File: config.mk
export PLATFORM = sky130hd
export DESIGN_NAME = mte_ram
export DESIGN_NICKNAME = d
export VERILOG_FILES = /design/src/design/mte_ram.sv
export SDC_FILE = /design/constraint.sdc
export NUM_CORES = 1
export LEC_CHECK = 0
export BUFFER_PORTS_ARGS = -buffer_cell sky130_fd_sc_hd__buf_2
export CAP_MARGIN = 40
export CELL_PAD_IN_SITES_DETAIL_PLACEMENT = 0
export CELL_PAD_IN_SITES_GLOBAL_PLACEMENT = 1
export CORE_ASPECT_RATIO = 1.2
export CORE_MARGIN = 3
export CORE_UTILIZATION = 30
export DETAILED_ROUTE_END_ITERATION = 6
export GPL_TIMING_DRIVEN = 0
export PLACE_DENSITY_LB_ADDON = 0.1
export REMOVE_ABC_BUFFERS = 1
export SLEW_MARGIN = 20
export SYNTH_ARGS = -nofsm -noshare
export SYNTH_HDL_FRONTEND = slang
export SYNTH_SLANG_ARGS = --single-unit
export TNS_END_PERCENT = 20
File: constraint.sdc
create_clock -name aclk -period 6.2 [get_ports aclk]
set_input_delay 1.86 -clock aclk [delete_from_list [all_inputs] [get_ports aclk]]
set_output_delay 1.86 -clock aclk [all_outputs]
set_load 0.05 [all_outputs]
File: src/design/mte_ram.sv
// ----------------------------------------------------------------------------
// mte_ram
// Generic simple dual-port RAM, one write port, one registered read port.
// ----------------------------------------------------------------------------
`timescale 1ns / 1ps
`default_nettype none

module mte_ram #(
    parameter int WIDTH = 8,
    parameter int DEPTH = 16
) (
    input  wire logic                                   aclk,
    input  wire logic                                   we,
    input  wire logic [(DEPTH > 1 ? $clog2(DEPTH) : 1)-1:0] waddr,
    input  wire logic [WIDTH-1:0]                       wdata,
    input  wire logic                                   re,
    input  wire logic [(DEPTH > 1 ? $clog2(DEPTH) : 1)-1:0] raddr,
    output logic      [WIDTH-1:0]                       rdata
);

    logic [WIDTH-1:0] mem [DEPTH];

    always_ff @(posedge aclk) begin
        if (we) begin
            mem[waddr] <= wdata;
        end
        if (re) begin
            rdata <= mem[raddr];
        end
    end

endmodule

`default_nettype wire

==> results_dict.tcl <==
set metrics [dict create \
    status "finished clean" \
    cts-root-buf "clkbuf_16" \
    drc_errors 0 \
    cts-htree-levels 4 \
    crit_path_start_kind "input pin" \
    postCtsHoldBufs 0 \
    numCtsBuffers 17 \
    viasPerCell 4.71 \
    synth_seq_cells 136 \
    end_kind "flop" \
    crit_required_ns 6.33 \
    synth.avg_cell_area_um2 22.8 \
    fin_worst_skew_ns 0.00712 \
    synth_area_um2 5230 \
    fin_crit_ns 3.39 \
    die_h_um 151 \
    slew_violations 0 \
    max_freq_mhz 295 \
    drtIter0Drc 173 \
    pwr_density_cell_nw_per_um2 332 \
    setup_viol 0 \
    maxCapViolCount 0 \
    worst_slew_pin_slew_ns 0.764 \
    endpoint "rdata[3]" \
    synth_compound_area_share_pct 2.30 \
    leakage_uw 0.00209 \
    dr.pass1.iters 4 \
    ys_warn_count 0 \
    cts.clk_slew.worst_paths_ns 0.06 \
    hpwl_mm 7.34 \
    path_max_fanout 32 \
    hold_viol_final 0 \
    antenna_found_initial 1 \
    die_area_um2 19100 \
    diodes 0 \
    reg2reg_slack_ns 4.57 \
    ir_worst_vdd_v 0.000161 \
    final_util_pct 36.9 \
    slew-limit-headroom_pct 48.9 \
    cts_setup_buffers 0 \
    row_count 52 \
    io_buffers 26 \
    via_count 2405 \
    coreArea_um2 17000 \
    r2r-end "rdata[3]" \
    finalCritPeriodShare_pct 54.7 \
    globalRouteOverflowTotal 0 \
    first_global_vias 2676 \
    rr_startpoint "mem[9][3]" \
    ios 27 \
    placed_cells 478 \
    finalNonFillerCells 511 \
    grt_use_total_pct 12.7 \
    fin_total_pwr_uw 2080 \
    drive_above_1_share_pct 31.5 \
    final_nets 301 \
    ant_nets 0 \
    setup-tns-final_ns 0 \
    initial_utilization_pct 30.8 \
    synth-xor-area-share_pct 0 \
    clk_latency_ns 0.41 \
    cts_resized 0 \
    ys_types 18 \
    gp_congestion 0.689 \
    cts_sinks 136 \
    path_class "in -> reg" \
    critPathLaunch "raddr[0]" \
    rsz0062_at_grt "no" \
    synthAdderAreaFrac_pct 0 \
    min_path_type "reg -> reg" \
    routed_wl_mm 11.1 \
    yosysSeqAreaShare_pct 78.1 \
    areaGrowthSynthToFinish_pct 20.0 \
    grt_pass1_wl_mm 16.9 \
    grt_max_degree 33 \
    crit_arrival_ns 3.53 \
    synthMuxAreaShare_pct 14.8 \
    synthSimpleGateAreaFrac_pct 3.14 \
    cts_buffer_depth 2 \
    wl_per_cell_um 21.7 \
    synth_top_family_by_area "multiplexers" \
    n_fill_cell 1558 \
    die_w_um 127 \
    cts_tree "yes" \
    r2r_cells 3 \
    synth_cells 229 \
]
[worst min-delay path by stage]
stage | end | slack, ns | from | cells after the start
after floorplan | rdata[0] | 0.70 | mem[7][0] | 3
after global placement | rdata[5] | 0.75 | mem[4][5] | 3
after detailed placement | rdata[5] | 0.75 | mem[7][5] | 3
after CTS | rdata[5] | 0.76 | mem[7][5] | 3
after global routing | rdata[4] | 0.80 | mem[2][4] | 3
final | rdata[5] | 0.76 | mem[7][5] | 3
[registers in the layout, indices dropped and copies added, names as in the netlist]
signal  flops
rdata       8
mem       128
[worst max-delay path: stages]
cell	delay [ns]
buf_4	0.49
mux4_1	0.66
a22oi_1	0.32
nand2_1	0.15
[routing by layer]
metal  wire [um]  global-route usage, %  vias to the layer above
li1            -                      -                     1089
met1        4930                   15.9                     1243
met2        5600                   20.6                       59
met3         437                   4.40                       12
met4         140                   4.02                        2
met5          13                      0                        -
[layout make-up]
class	instances	area, um^2	share of cell area, %
clock buffers	20	437	6.96
clock inverters	12	109	1.74
multi-input cells	83	1080	17.2
flip-flops and latches	136	4080	65.1
well taps	216	270	4.31
repair buffers	44	295	4.71
[cells in the final DEF (no fill, tap or decap)]
master      instances
nand3_1             1
buf_2              25
and2_1              1
and2b_1             1
clkinv_2            6
nand3b_1            2
buf_16              1
clkbuf_16          17
clkinv_1            3
buf_4              16
clkbuf_1            3
bufinv_16           2
nand2_1             9
nor2b_1             1
mux4_2             18
clkinvlp_4          1
nor3_2              4
nand2b_1            2
or3b_2              1
a22oi_1            16
buf_6               2
nor2_1             13
mux4_1             14
edfxtp_1          136
[Yosys cell counts, drive strengths merged]
| library cell | number | area share (%) |
|---|---|---|
| clkdlybuf4s25 | 3 | 0.57 |
| and2 | 1 | 0.12 |
| and2b | 1 | 0.14 |
| or3b | 1 | 0.17 |
| mux4 | 32 | 15 |
| nor3 | 4 | 0.38 |
| buf | 7 | 1.1 |
| a22oi | 16 | 2.3 |
| nor2b | 1 | 0.12 |
| edfxtp | 136 | 78 |
| nand3b | 2 | 0.29 |
| nor2 | 13 | 0.93 |
| nand3 | 1 | 0.096 |
| nand2 | 9 | 0.65 |
| nand2b | 2 | 0.24 |
[through the flow]
step           setup slack [ns]  area, um^2  hold WS, ns
3_3_place_gp               1.90        5540        0.748
6_report                   2.81        6270        0.755
3_5_place_dp               2.31        5720        0.745
4_1_cts                    2.76        6260        0.757
5_1_grt                    2.71        6270        0.802
2_1_floorplan              2.85        5140        0.705
[kinds of logic after synthesis]
| family | count (synthesis) |
|---|---|
| flip-flops | 136 |
| AND/OR/NAND/NOR | 35 |
| multiplexers | 32 |
| AO/OA/AOI/OAI | 16 |
| buffers and inverters | 10 |
[power breakdown]
| part | internal (uW) | switching (uW) | leakage (uW) |
|---|---|---|---|
| Sequential | 1040 | 4.07 | 0.00124 |
| Clock | 582 | 350 | 0.000270 |
| Combinational | 40.0 | 72.5 | 0.000584 |
| Total | 1660 | 426 | 0.00209 |
(Power assumes the default switching activity.)
