File: src/design/mte_pkg.sv
// ----------------------------------------------------------------------------
// mte_pkg
// Shared types and codes for the multitape Turing engine.
// ----------------------------------------------------------------------------
`timescale 1ns / 1ps
`default_nettype none

package mte_pkg;

    localparam logic [2:0] FUNC_LOAD  = 3'd0;
    localparam logic [2:0] FUNC_WRITE = 3'd1;
    localparam logic [2:0] FUNC_RUN   = 3'd2;
    localparam logic [2:0] FUNC_READ  = 3'd3;
    localparam logic [2:0] FUNC_CLEAR = 3'd4;

    localparam logic [2:0] CFG_INITIAL_STATE = 3'd0;
    localparam logic [2:0] CFG_BLANK_SYMBOL  = 3'd1;
    localparam logic [2:0] CFG_TAPE_COUNT    = 3'd2;
    localparam logic [2:0] CFG_ENTRY_COUNT   = 3'd3;
    localparam logic [2:0] CFG_STEP_LIMIT    = 3'd4;

    localparam logic [1:0] MOVE_LEFT  = 2'd1;
    localparam logic [1:0] MOVE_RIGHT = 2'd2;

    localparam logic [1:0] STOP_NO_MATCH = 2'd0;
    localparam logic [1:0] STOP_LIMIT    = 2'd1;
    localparam logic [1:0] STOP_WINDOW   = 2'd2;

    localparam logic RESULT_RUN  = 1'b0;
    localparam logic RESULT_READ = 1'b1;

    localparam logic [7:0] WILDCARD = 8'd42;

    typedef struct packed {
        logic [7:0] match_state;
        logic [7:0] next_state;
        logic [7:0] expect_first;
        logic [7:0] expect_second;
        logic [7:0] write_first;
        logic [7:0] write_second;
        logic [1:0] move_first;
        logic [1:0] move_second;
    } entry_t;

    typedef struct packed {
        logic hit;
        logic left;
    } step_flags_t;

endpackage

`default_nettype wire

File: src/design/mte_step_unit.sv
// ----------------------------------------------------------------------------
// mte_step_unit
// Entry match test and head move for one transition.
// ----------------------------------------------------------------------------
`timescale 1ns / 1ps
`default_nettype none

module mte_step_unit #(
    parameter int HW   = 11,
    parameter int HALF = 512
) (
    input  wire logic                  [7:0] cur_state,
    input  wire mte_pkg::entry_t             entry,
    input  wire logic                  [7:0] sym0,
    input  wire logic                  [7:0] sym1,
    input  wire logic                  [7:0] blank,
    input  wire logic                        two_tapes,
    input  wire logic signed [HW-1:0]        head0,
    input  wire logic signed [HW-1:0]        head1,
    output logic signed      [HW-1:0]        head0_next,
    output logic signed      [HW-1:0]        head1_next,
    output mte_pkg::step_flags_t             flags
);

    localparam int PW = HW + 1;
    localparam logic signed [PW-1:0] WIN_LO = PW'(-HALF);
    localparam logic signed [PW-1:0] WIN_HI = PW'(HALF - 1);

    logic ok0, ok1;
    logic signed [PW-1:0] p0, p1;
    logic in0, in1;

    always_comb begin
        ok0 = (entry.expect_first == mte_pkg::WILDCARD) ? (sym0 != blank)
                                                         : (sym0 == entry.expect_first);
        ok1 = (entry.expect_second == mte_pkg::WILDCARD) ? (sym1 != blank)
                                                          : (sym1 == entry.expect_second);
        flags.hit = (entry.match_state == cur_state) && ok0 && (ok1 || !two_tapes);

        p0 = PW'(head0);
        case (entry.move_first)
            mte_pkg::MOVE_LEFT:  p0 = PW'(head0) - PW'(1);
            mte_pkg::MOVE_RIGHT: p0 = PW'(head0) + PW'(1);
            default:             p0 = PW'(head0);
        endcase
        p1 = PW'(head1);
        case (entry.move_second)
            mte_pkg::MOVE_LEFT:  p1 = PW'(head1) - PW'(1);
            mte_pkg::MOVE_RIGHT: p1 = PW'(head1) + PW'(1);
            default:             p1 = PW'(head1);
        endcase
        in0 = (p0 >= WIN_LO) && (p0 <= WIN_HI);
        in1 = (p1 >= WIN_LO) && (p1 <= WIN_HI);

        head0_next = in0 ? p0[HW-1:0] : head0;
        head1_next = (two_tapes && in1) ? p1[HW-1:0] : head1;
        flags.left = !in0 || (two_tapes && !in1);
    end

endmodule

`default_nettype wire

File: config.mk
export PLATFORM = sky130hd
export DESIGN_NAME = mte_step_unit
export DESIGN_NICKNAME = d
export VERILOG_FILES = /design/src/design/mte_pkg.sv /design/src/design/mte_step_unit.sv
export SDC_FILE = /design/constraint.sdc
export NUM_CORES = 1
export LEC_CHECK = 0
export BUFFER_PORTS_ARGS = -buffer_cell sky130_fd_sc_hd__buf_4
export CORE_AREA = 5 5 107 69
export DETAILED_ROUTE_END_ITERATION = 12
export DIE_AREA = 0 0 112 74
export PLACE_DENSITY = 0.7
export SYNTH_ARGS = -nofsm -noshare
export SYNTH_HDL_FRONTEND = slang
export SYNTH_SLANG_ARGS = --single-unit
File: constraint.sdc
create_clock -name vclk -period 5.6
set_input_delay 1.12 -clock vclk [all_inputs]
set_output_delay 1.12 -clock vclk [all_outputs]
set_load 0.005 [all_outputs]
==> results.py <==
metrics = {
    "timing": {
        "hold_violations": 0,
        "slew_viol_final": 0,
        "slew_headroom": 0.6781,
        "rsz0062_at_grt": "no",
        "finalSetupTns_ns": 0,
        "max_freq_ghz": 0.1876,
        "setup_viol": 0,
        "min_period_ns": 5.330,
        "post-route-period-util": 0.9518,
        "tightest_slew_ns": 0.4778,
    },
    "power_and_ir_drop": {
        "p_leak_nw": 1.219,
        "power_density_nw_per_um2": 107.9,
        "total_power_uw": 295.1,
        "irDropWorstVdd_v": 0.00004075,
    },
    "cells_and_area": {
        "area_delta_synth_final_pct": 50.00,
        "final-instance-count-excl-fill": 420,
        "clkbuf_count": 0,
        "n_fill_cell": 654,
        "drive_above_1_share": 0.4054,
        "antennaDiodeCount": 0,
        "seq_area_um2": 0,
        "sequential_cell_total": 0,
        "nets": 466,
    },
    "synthesis": {
        "synth_most_common_cell": "xnor2_1",
        "ys_top_cells_by_count": "33 x xnor2_1, 25 x xor2_1, 22 x ha_1",
        "syn-num-nets": 357,
        "synth_area_um2": 1824,
        "synth_top_cell_area_share": 0.1584,
        "synthTopCellsByArea": "xnor2_1 16%, ha_1 15%, xor2_1 12%, mux2_2 8.6%, a21oi_1 5.5%",
        "synth_cell_types": 44,
        "postSynthAreaPerCell_um2": 8.072,
        "synth_top_area_cell": "xnor2_1",
        "seq_area_frac_synth": 0,
        "synthCells": 226,
        "yosysWarnings": 0,
    },
    "global_route": {
        "grt_max_degree": 12,
        "met3_usage": 0.01545,
        "grt_pass1_vias": 2076,
        "gr-usage-met1": 0.1690,
        "gr-total-overflow": 0,
        "use_met2": 0.2344,
        "busiest_layer": "met2",
        "antenna_found_initial": 0,
        "grt_pass1_wl_um": 9225,
        "grt_use_total": 0.1269,
    },
    "detailed_routing": {
        "wl_um": 5461,
        "first_pass_iters": 4,
        "wire_per_inst_um": 13.00,
        "drc": 0,
        "ant_nets": 0,
        "drt-initial-drc-count": 20,
        "vias": 2032,
        "avgViaCountPerCell": 4.838,
    },
    "worst_setup_path": {
        "arrival_ns": 4.21,
        "end_kind": "output port",
        "critPathKind": "primary input to output port",
        "slowest_delay_ns": 0.47,
        "startpoint_type": "primary input",
        "cp_cell_sequence": "buf_4 > inv_1 > ha_1 > inv_1 > fa_1 > a21o_1 > a21oi_2 > o21ai_2 > a2111oi_4 > nor3_1 > and3_2 > o21ai_4 > mux2_2 > buf_4",
        "worst_path_max_delay_cell": "fa_1",
        "crit_start": "entry[2]",
        "crit_fanout": 11,
        "cp.required_ns": 4.48,
    },
    "run_status": {
        "status": "complete, no violations",
    },
    "placement": {
        "place_congestion": 0.8207,
        "dp_hpwl_um": 4971,
        "port_buffers": 107,
        "dp_cells": 420,
    },
    "min_path": {
        "hold_start": "head0[0]",
        "hp-class": "primary input to output port",
    },
    "floorplanning": {
        "initial_core_util": 0.2868,
        "rows": 23,
        "ios": 131,
        "die_width_um": 112,
        "chipHeight_um": 74,
        "die_area_um2": 8288,
        "design.core.area_um2": 6360,
    },
    "job": {
        "drv_cap": 0,
    },
    "clock_network": {
        "cts_setup_buffers": 0,
        "ctsResizeCount": 0,
        "cts_hold_buf": 0,
    },
}
[placed cells by master, fill, tap and decap left out, types with 2 or more instances in the layout]
| cell | netlist | layout |
|---|---|---|
| nand3_1 | 3 | 3 |
| o21a_1 | 2 | 2 |
| ha_1 | 22 | 22 |
| buf_4 | 0 | 107 |
| nand2_1 | 14 | 14 |
| o21ai_0 | 9 | 9 |
| o211ai_1 | 2 | 2 |
| o21bai_1 | 4 | 4 |
| nor2b_1 | 3 | 3 |
| mux2_2 | 14 | 14 |
| a21oi_1 | 20 | 20 |
| a21o_1 | 6 | 6 |
| a211oi_1 | 4 | 4 |
| nand4_1 | 7 | 7 |
| xor2_1 | 25 | 25 |
| nor2_1 | 10 | 10 |
| nor4b_1 | 2 | 2 |
| xnor2_1 | 33 | 33 |
| nor4bb_1 | 2 | 2 |
| o21ai_2 | 2 | 2 |
| inv_1 | 7 | 7 |
| fa_1 | 2 | 2 |
| nand2b_1 | 3 | 3 |
| nor3_1 | 2 | 2 |
| mux2_4 | 2 | 2 |
| nor4_1 | 4 | 4 |
| o31ai_1 | 2 | 2 |
| a21oi_2 | 2 | 2 |
| mux2i_1 | 2 | 2 |
[area by class of cell]
class / instances / area (um2) / share of cell area
Tap cell: 87 / 108.9 / 0.03978
Inverter: 7 / 26.28 / 0.009602
Timing Repair Buffer: 107 / 803.3 / 0.2936
Multi-Input combinational cell: 219 / 1798 / 0.6571
[worst paths after layout]
path                       endpoint  slack, ns  cells after the start
worst max-delay path  head0_next[5]       0.27                     14
worst min-delay path  head0_next[0]       2.54                      3
[worst max-delay path: cells and delay by family]
family | cells | cell delay (ns)
buffers and inverters | 4 | 0.48
AO/OA/AOI/OAI | 5 | 1.22
AND/OR/NAND/NOR | 2 | 0.39
multiplexers | 1 | 0.39
adder cells (fa/ha/maj) | 2 | 0.61
[through the flow]
step           setup slack (ns)  instance area [um2]  hold slack [ns]    util
2_1_floorplan            0.8132                 1824            2.295       -
3_3_place_gp             0.2963                 2736            2.539  0.4303
6_report                 0.2699                 2736            2.541  0.4303
4_1_cts                  0.2290                 2736            2.544  0.4303
3_5_place_dp             0.2329                 2736            2.544  0.4303
5_1_grt                 0.02135                 2736            2.561  0.4303
[per-layer routing]
layer  vias to the layer above  wire length (um)  part of all wire
met5                         -                 0                 0
li1                       1056                 -                 -
met2                        52              2592              0.47
met1                       922              2562              0.47
met4                         0                10            0.0018
met3                         2               295             0.054
[cell families (layout without fill, tap and decap cells)]
group,after synthesis,count (layout),share of synthesized area
buf+inv,7,114,0.01441
xor+xnor,58,58,0.2785
fa+ha+maj,24,24,0.1728
compound gates,63,63,0.2524
simple gates,56,56,0.1680
mux,18,18,0.1139
[report_power, final]
part	switching (mW)	internal (mW)	leakage (nW)	total, mW
Sequential	0	0	0	0
Combinational	0.135	0.160	1.22	0.295
Clock	0	0	0	0
Power figures use the tool's default switching activity.
